**src/rtl/core/smr_pkg.sv**
```systemverilog
// smr_pkg: shared widths, register indexes and types of the sample maxval rescaler
// used by smr_divider and sample_maxval_rescaler; depends on nothing
`default_nettype none

package smr_pkg;

    localparam int SAMPLE_W  = 16;
    localparam int PROD_W    = 2 * SAMPLE_W;
    localparam int CFG_IDX_W = 1;

    // at or below this a maximum selects 8-bit samples
    localparam logic [SAMPLE_W-1:0] EIGHT_BIT_LIMIT = 16'd255;

    // divider: quotient bits resolved per pipeline stage
    localparam int DIV_BITS_PER_STAGE = 4;
    localparam int DIV_STAGES         = PROD_W / DIV_BITS_PER_STAGE;

    typedef enum logic [CFG_IDX_W-1:0] {
        CFG_SOURCE_MAXVAL = 1'b0,
        CFG_TARGET_MAXVAL = 1'b1
    } t_cfg_idx;

    // per-item flags that ride alongside the division
    typedef struct packed {
        logic over;
        logic dst8;
        logic src_zero;
    } t_side;

endpackage

`default_nettype wire

```
**src/rtl/core/sample_maxval_rescaler.sv**
```systemverilog
// sample_maxval_rescaler: top level, rescales one sample per transfer by target/source maxval
// depends on smr_pkg and smr_divider
//
// channel  dir     handshake                  payload
// s        slave   i_s_tvalid / o_s_tready    i_s_tdata[15:0] sample_in
// m        master  o_m_tvalid / i_m_tready    o_m_tdata[15:0] sample_out, o_m_tuser[0] over_range
// cfg      write   i_cfg_valid / o_cfg_ready  i_cfg_index, i_cfg_data
//
// one sample per cycle sustained while the output is not stalled; the path runs through the
// input stage, the 16x16 multiply stage, the divider pipeline and the output register
// every stage has its own valid bit and loads when it is empty or its successor moves,
// so a stall on the output only fills the pipeline and bubbles close up
// reset is synchronous; it empties the pipeline and sets both maxima to 255
`default_nettype none

module sample_maxval_rescaler (
    input  wire logic                                i_clk,
    input  wire logic                                i_rst_n,
    input  wire logic                                i_s_tvalid,
    output logic                                     o_s_tready,
    input  wire logic [15:0]                         i_s_tdata,  // [15:0] sample_in
    output logic                                     o_m_tvalid,
    input  wire logic                                i_m_tready,
    output logic [15:0]                              o_m_tdata,  // [15:0] sample_out
    output logic [0:0]                               o_m_tuser,  // [0] over_range
    input  wire logic                                i_cfg_valid,
    output logic                                     o_cfg_ready,
    input  wire logic [smr_pkg::CFG_IDX_W-1:0]       i_cfg_index,
    input  wire logic [smr_pkg::SAMPLE_W-1:0]        i_cfg_data
);
    import smr_pkg::*;

    logic [SAMPLE_W-1:0] r_source_maxval;
    logic [SAMPLE_W-1:0] r_target_maxval;

    // input stage
    logic                r_a_valid;
    logic [SAMPLE_W-1:0] r_a_sample;
    logic                a_rdy;

    // product stage
    logic                r_b_valid;
    logic [PROD_W-1:0]   r_b_prod;
    t_side               r_b_side;
    logic                b_rdy;

    // divider and output stage
    logic                div_in_rdy;
    logic                div_valid;
    logic [PROD_W-1:0]   div_quo;
    t_side               div_side;
    logic                out_rdy;
    logic                r_o_valid;
    logic [SAMPLE_W-1:0] r_o_sample;
    logic                r_o_over;
    logic [SAMPLE_W-1:0] n_o_sample;

    assign o_cfg_ready = 1'b1;

    always_ff @(posedge i_clk) begin
        if (!i_rst_n) begin
            r_source_maxval <= EIGHT_BIT_LIMIT;
            r_target_maxval <= EIGHT_BIT_LIMIT;
        end else if (i_cfg_valid) begin
            unique case (t_cfg_idx'(i_cfg_index))
                CFG_SOURCE_MAXVAL: r_source_maxval <= i_cfg_data;
                CFG_TARGET_MAXVAL: r_target_maxval <= i_cfg_data;
            endcase
        end
    end

    // ready chain, output side first
    assign out_rdy    = !r_o_valid || i_m_tready;
    assign b_rdy      = !r_b_valid || div_in_rdy;
    assign a_rdy      = !r_a_valid || b_rdy;
    assign o_s_tready = a_rdy;

    always_ff @(posedge i_clk) begin
        if (!i_rst_n) begin
            r_a_valid <= 1'b0;
            r_b_valid <= 1'b0;
            r_o_valid <= 1'b0;
        end else begin
            if (a_rdy)   r_a_valid <= i_s_tvalid;
            if (b_rdy)   r_b_valid <= r_a_valid;
            if (out_rdy) r_o_valid <= div_valid;
        end
    end

    // 8-bit source mode keeps only the low byte
    always_ff @(posedge i_clk) begin
        if (a_rdy && i_s_tvalid) begin
            if (r_source_maxval <= EIGHT_BIT_LIMIT) begin
                r_a_sample <= {8'd0, i_s_tdata[7:0]};
            end else begin
                r_a_sample <= i_s_tdata;
            end
        end
    end

    always_ff @(posedge i_clk) begin
        if (b_rdy && r_a_valid) begin
            r_b_prod          <= PROD_W'(r_a_sample) * PROD_W'(r_target_maxval);
            r_b_side.over     <= (r_a_sample > r_source_maxval);
            r_b_side.dst8     <= (r_target_maxval <= EIGHT_BIT_LIMIT);
            r_b_side.src_zero <= (r_source_maxval == '0);
        end
    end

    smr_divider u_div (
        .i_clk      (i_clk),
        .i_rst_n    (i_rst_n),
        .i_valid    (r_b_valid),
        .o_ready    (div_in_rdy),
        .i_dividend (r_b_prod),
        .i_divisor  (r_source_maxval),
        .i_side     (r_b_side),
        .o_valid    (div_valid),
        .i_ready    (out_rdy),
        .o_quotient (div_quo),
        .o_side     (div_side)
    );

    // zero source maximum gives zero, otherwise wrap to the target width
    always_comb begin
        if (div_side.src_zero) begin
            n_o_sample = '0;
        end else if (div_side.dst8) begin
            n_o_sample = {8'd0, div_quo[7:0]};
        end else begin
            n_o_sample = div_quo[SAMPLE_W-1:0];
        end
    end

    always_ff @(posedge i_clk) begin
        if (out_rdy && div_valid) begin
            r_o_sample <= n_o_sample;
            r_o_over   <= div_side.over;
        end
    end

    assign o_m_tvalid = r_o_valid;
    assign o_m_tdata  = r_o_sample;
    assign o_m_tuser  = r_o_over;

endmodule

`default_nettype wire

```
**src/rtl/core/smr_divider.sv**
```systemverilog
// smr_divider: pipelined restoring divider, 32-bit dividend by 16-bit divisor
// several quotient bits per stage, per-stage valid and ready; uses smr_pkg
`default_nettype none

module smr_divider (
    input  wire logic                          i_clk,
    input  wire logic                          i_rst_n,
    input  wire logic                          i_valid,
    output logic                               o_ready,
    input  wire logic [smr_pkg::PROD_W-1:0]    i_dividend,
    input  wire logic [smr_pkg::SAMPLE_W-1:0]  i_divisor,
    input  wire smr_pkg::t_side                i_side,
    output logic                               o_valid,
    input  wire logic                          i_ready,
    output logic [smr_pkg::PROD_W-1:0]         o_quotient,
    output smr_pkg::t_side                     o_side
);
    import smr_pkg::*;

    // partial remainder and the shifting dividend / quotient word
    typedef struct packed {
        logic [SAMPLE_W-1:0] rem;
        logic [PROD_W-1:0]   quo;
    } t_div;

    function automatic t_div div_step(t_div s, logic [SAMPLE_W-1:0] d);
        logic [SAMPLE_W:0] t;
        logic [SAMPLE_W:0] diff;
        logic              ge;
        t_div              r;
        t    = {s.rem, s.quo[PROD_W-1]};
        diff = t - {1'b0, d};
        ge   = (t >= {1'b0, d});
        r.quo = {s.quo[PROD_W-2:0], ge};
        r.rem = ge ? diff[SAMPLE_W-1:0] : t[SAMPLE_W-1:0];
        return r;
    endfunction

    logic  s_valid [DIV_STAGES];
    logic  s_rdy   [DIV_STAGES];
    t_div  s_st    [DIV_STAGES];
    t_side s_side  [DIV_STAGES];

    for (genvar k = 0; k < DIV_STAGES; k++) begin : g_stage
        logic  r_valid;
        t_div  r_st;
        t_side r_side;
        t_div  n_st;
        logic  in_valid;
        t_div  in_st;
        t_side in_side;
        logic  down_rdy;

        if (k == 0) begin : g_first
            assign in_valid = i_valid;
            assign in_st    = '{rem: '0, quo: i_dividend};
            assign in_side  = i_side;
        end else begin : g_next
            assign in_valid = s_valid[k-1];
            assign in_st    = s_st[k-1];
            assign in_side  = s_side[k-1];
        end

        if (k == DIV_STAGES - 1) begin : g_last
            assign down_rdy = i_ready;
        end else begin : g_mid
            assign down_rdy = s_rdy[k+1];
        end

        always_comb begin
            n_st = in_st;
            for (int b = 0; b < DIV_BITS_PER_STAGE; b++) begin
                n_st = div_step(n_st, i_divisor);
            end
        end

        always_ff @(posedge i_clk) begin
            if (!i_rst_n) begin
                r_valid <= 1'b0;
            end else if (s_rdy[k]) begin
                r_valid <= in_valid;
            end
        end

        always_ff @(posedge i_clk) begin
            if (s_rdy[k] && in_valid) begin
                r_st   <= n_st;
                r_side <= in_side;
            end
        end

        assign s_rdy[k]   = !r_valid || down_rdy;
        assign s_valid[k] = r_valid;
        assign s_st[k]    = r_st;
        assign s_side[k]  = r_side;
    end

    assign o_ready    = s_rdy[0];
    assign o_valid    = s_valid[DIV_STAGES-1];
    assign o_quotient = s_st[DIV_STAGES-1].quo;
    assign o_side     = s_side[DIV_STAGES-1];

endmodule

`default_nettype wire

```
**config.mk**
```make
export PLATFORM = sky130hd
export DESIGN_NAME = sample_maxval_rescaler
export DESIGN_NICKNAME = d
export VERILOG_FILES = /design/src/rtl/core/smr_pkg.sv /design/src/rtl/core/sample_maxval_rescaler.sv /design/src/rtl/core/smr_divider.sv
export SDC_FILE = /design/constraint.sdc
export NUM_CORES = 2
export LEC_CHECK = 0
export BUFFER_PORTS_ARGS = -buffer_cell sky130_fd_sc_hd__buf_2
export CORE_MARGIN = 3
export CORE_UTILIZATION = 60
export CTS_BUF_LIST = sky130_fd_sc_hd__clkbuf_8
export DETAILED_ROUTE_END_ITERATION = 7
export PLACE_DENSITY = 0.79
export SLEW_MARGIN = 20
export SYNTH_ARGS = -nofsm -noshare
export SYNTH_HDL_FRONTEND = slang
export SYNTH_HIERARCHICAL = 1
export SYNTH_SLANG_ARGS = --single-unit
```
**constraint.sdc**
```tcl
create_clock -name i_clk -period 27.2 [get_ports i_clk]
set_clock_uncertainty 0.15 [all_clocks]
set_input_delay 5.44 -clock i_clk [delete_from_list [all_inputs] [get_ports i_clk]]
set_output_delay 5.44 -clock i_clk [all_outputs]
set_load 0.02 [all_outputs]
```
# Word-level counts from Yosys, hierarchy flattened
# Index checks and enable logic that the tools add are counted.
# op_classes
mux	31
order_cmp	35
n_mul	1
add_sub_neg	31
bitwise	1
n_reduce_logical	37
# op_table
operator	count
17-bit by 16-bit >= comparator with 1-bit output	31
16-bit 2-to-1 mux	31
16-bit subtractor	30
16-bit by 8-bit less-or-equal comparator with 1-bit output, second input constant	2
16-bit by 16-bit multiplier with 32-bit output	1
1-bit by 16-bit >= comparator with 1-bit output	1
16-bit > comparator	1
16-bit logical NOT	1
1-bit by 16-bit subtractor with 16-bit output	1
1-bit logical AND	11
1-bit logical NOT	11
1-bit logical OR	11
2-bit AND reduction	2
2-bit OR reduction	1
1-bit inverter	1
# totals
reg_bits	487
input_bits	38
out_inout_bits	20
elab_cells	197

# Longest topological paths before layout
# logic_depth
word_depth	13
mapped_depth	54
mapped_depth_nobuf	49

# Hierarchy
# The synthesis kept the hierarchy.
# modules_own_cells
module	area_per_inst_um2	cells_per_inst	instances
smr_divider	39514.1	4186	1
sample_maxval_rescaler	12786.0	1343	1

# Worst setup path after synthesis
# OpenSTA, ideal clock, no wires.
# synth_timing
path_type	register -> register
startpoint	register r_source_maxval[1]
endpoint	register u_div/g_stage[2].r_st[40] (netlist bit), data pin
t_required_ns	26.790
n_path_buf	5
slack_ns	14.336
setup_time_ns	0.260
stages_incl_launch_ff	52
arrival_ns	12.454
path_cell_list	dfxtp_1 inv_1 ha_1 nor2b_1 o31a_1 or4_4 nand3_2 a31oi_2 clkbuf_1 clkbuf_1 nand2_1 o21ai_0 inv_1 ha_1 nor2b_1 o21bai_1 nand4b_1 o22a_1 [... 16 more ...] o211a_4 clkinv_1 buf_4 mux2i_1 ha_1 nor2b_1 o21a_1 o21ai_0 a21oi_1 a41o_1 o41ai_1 o31a_1 o21ai_0 a21o_1 a221oi_4 inv_2 buf_6 mux2_4
# synth_lines
element	line	text
start, declared	sample_maxval_rescaler.sv:33	logic [SAMPLE_W-1:0] r_source_maxval;
start signal, assigned	sample_maxval_rescaler.sv:66	CFG_SOURCE_MAXVAL: r_source_maxval <= i_cfg_data;
end signal, assigned	smr_divider.sv:87	r_st <= n_st;
end, declared	smr_divider.sv:46	t_div r_st;

==> results list <==
- The run finished with clean final reports.
* Category of cells accounting for the largest share of critical-path delay: compound AO/OA/AOI/OAI gates
- The critical path is of the flop to flop type.
- Path type of the worst min-delay path: flop to flop
- Routability cong.: 0.930
- Final net count: 6,364
- The routed layout has 41.0k vias.
- Die Area: 85,400 um^2
* Pin count of the biggest net entering global routing: 48
- Clock latency on the worst-skew pair, taken at its later pin, is 0.67 ns.
- The worst setup path is launched from a flop.
- Core Area: 80,800 um^2
- Crit path arrival time: 14.09 ns
- The number of nets handed over by synthesis was 6,302.
* Max Clock Freq: 72.4 MHz
- Number of global-route vias before repair: 39.7k
* Die Wd: 292 um
- After global routing the overflow that remains totals 0.
* Post-synthesis cell area: 49,200 um^2
- In this run the tightest slew margin relative to its limit is 0.305.
- Area of the multi-input gates: 35,300 um^2
- The first global-routing pass estimated 205,000 um of wire.
* CP Data Required Time: 27.47 ns
* Worst stage delay on the critical path: 0.76 ns
- The floorplan has 104 rows.
- Endpoint kind of the worst setup timing path: flop
- Max-cap violations in this run came to 0.
- The die is 292 um tall.
- Buffers placed on the I/O ports in this run total 56.
- Slowest stage cell on the critical path: a311oi_2
* Post-Synthesis Mean Instance Area: 9.07 um^2
- Before antenna repair, the detailed router went through 6 iterations.
- Library cell appearing most often on the critical path: o31a_1
- Setup TNS: 0 ns
- The cell sitting at the root of the clock tree is a clkbuf_8.
- Via-to-Cell Ratio: 6.21
- Fillers: 6,659
- The number of antenna violations at the first check in global routing came to 5.
* Detailed router's first-iteration violation count: 3,288
* Buffer levels on the longest clock path: 3
- Clock slew seen by the registers of the worst setup and hold paths: 0.07 ns
- The count of endpoints failing hold in the final timing report came to 0.
- Final number of max-transition violations: 0
* Final setup violation count: 0
- Final worst-path cycle share: 0.508
- 58 I/O pins were placed.
* Area of all sequential standard cells: 11,600 um^2
- The area growth from synthesis to layout is 6.14%.
* Initial standard-cell utilization of the core: 0.608
- For the pin with the worst max-slew slack, the measured transition is 1.04 ns.
- YS warnings: 6
* Avg WL per Cell: 19.5 um
* Post-detailed-placement half-perimeter wirelength: 97,600 um
* Time the final worst path needs with I/O delays and setup: 13.82 ns
- Cts-stage hold buffer count: 0
* Share of layout cells above drive strength 1: 0.0991
- Total of cells resized after clock tree synthesis: 0
- Crit path buffers/inverters: 7
- The clock net in this run drives a total of 399 sinks.
* Clock tree from TritonCTS: built
* Post-CTS Repair Setup Buffers: 0
* Worst-path maximum fanout: 24
- CTS HTree Levels: 3
- Clock tree synthesis inserted a total of 72 buffers.
- Syn Inst Count: 5,422
- Number of remaining DRC errors: 0
- The final layout contains routed wiring with a total length of 128,000 um.
- Residual antenna-violating net count after detailed routing: 0
* Overall routing resource usage: 0.296
* Setup repair after global routing missed its margin: false
## worst paths after layout
| check | startpoint | to | slack [ns] | cells after the start |
|---|---|---|---|---|
| setup / recovery | r_source_maxval[2]$_SDFFE_PN1P_ | u_div/g_stage[6].r_st[46]$_DFFE_PP_ | 13.38 | 46 |
| hold / removal | u_div/g_stage[1].r_st[25]$_DFFE_PP_ | u_div/g_stage[2].r_st[29]$_DFFE_PP_ | 0.26 | 0 |
| setup reg to reg | r_source_maxval[2]$_SDFFE_PN1P_ | u_div/g_stage[6].r_st[46]$_DFFE_PP_ | 13.38 | 46 |
| hold reg to reg | u_div/g_stage[1].r_st[25]$_DFFE_PP_ | u_div/g_stage[2].r_st[29]$_DFFE_PP_ | 0.26 | 0 |
## placed cells by master (no fill, tap or decap), drive strengths merged, types with 43 or more instances in the layout
master / n
inv: 517
nand2: 489
o21bai: 45
clkbuf: 76
nand4: 93
and2: 153
nor3: 92
edfxtp: 356
a21oi: 384
xnor2: 245
mux2: 215
a21boi: 55
xor2: 127
ha: 618
buf: 111
mux2i: 57
dfxtp: 43
fa: 224
a21o: 146
o21ai: 280
nand2b: 51
o21a: 84
nor2b: 94
nor2: 330
nand3: 101
## flip-flops by register name, indices dropped and copies added, names as in the netlist, 7 cells and up
register / count
r_b_prod: 32
u_div/g_stage.r_st: 248
u_div/g_stage.r_valid: 7
r_target_maxval: 16
o_m_tdata: 16
u_div/g_stage.r_side: 21
u_div/o_quotient: 16
r_a_sample: 16
r_source_maxval: 16
## area by class of cell
class                      count  share of cell area
tap                         1060              0.0254
sequential                   399               0.221
clock buffer                  76              0.0200
inverter                     493              0.0355
multi-input combinational   4407               0.677
clock inverter                53             0.00669
antenna                        4            0.000192
timing repair buffer         111              0.0139
## metal layers
| metal | global-route usage | share of wire | up-vias |
|---|---|---|---|
| li1 | - | - | 19719 |
| met1 | 0.392 | 0.43 | 19530 |
| met2 | 0.497 | 0.47 | 1416 |
| met3 | 0.0415 | 0.069 | 310 |
| met4 | 0.105 | 0.035 | 0 |
| met5 | 0 | 0 | - |
## per-stage QoR
stage               utilization  cell area (um^2)  instances  hold slack, ns  worst slack [ns]
finish                    0.646             52200       6603           0.256             13.38
global route              0.646             52200       6600           0.265             12.41
CTS                       0.646             52200       6599           0.251             13.65
detailed placement        0.628             50800       6470           0.255             13.66
global placement          0.628             50800       6469           0.251             13.76
floorplan                     -             49200       5422           0.250             14.36
Power is not shown: default switching activity piles up to over one toggle a cycle in this logic, so the estimate is an artifact.
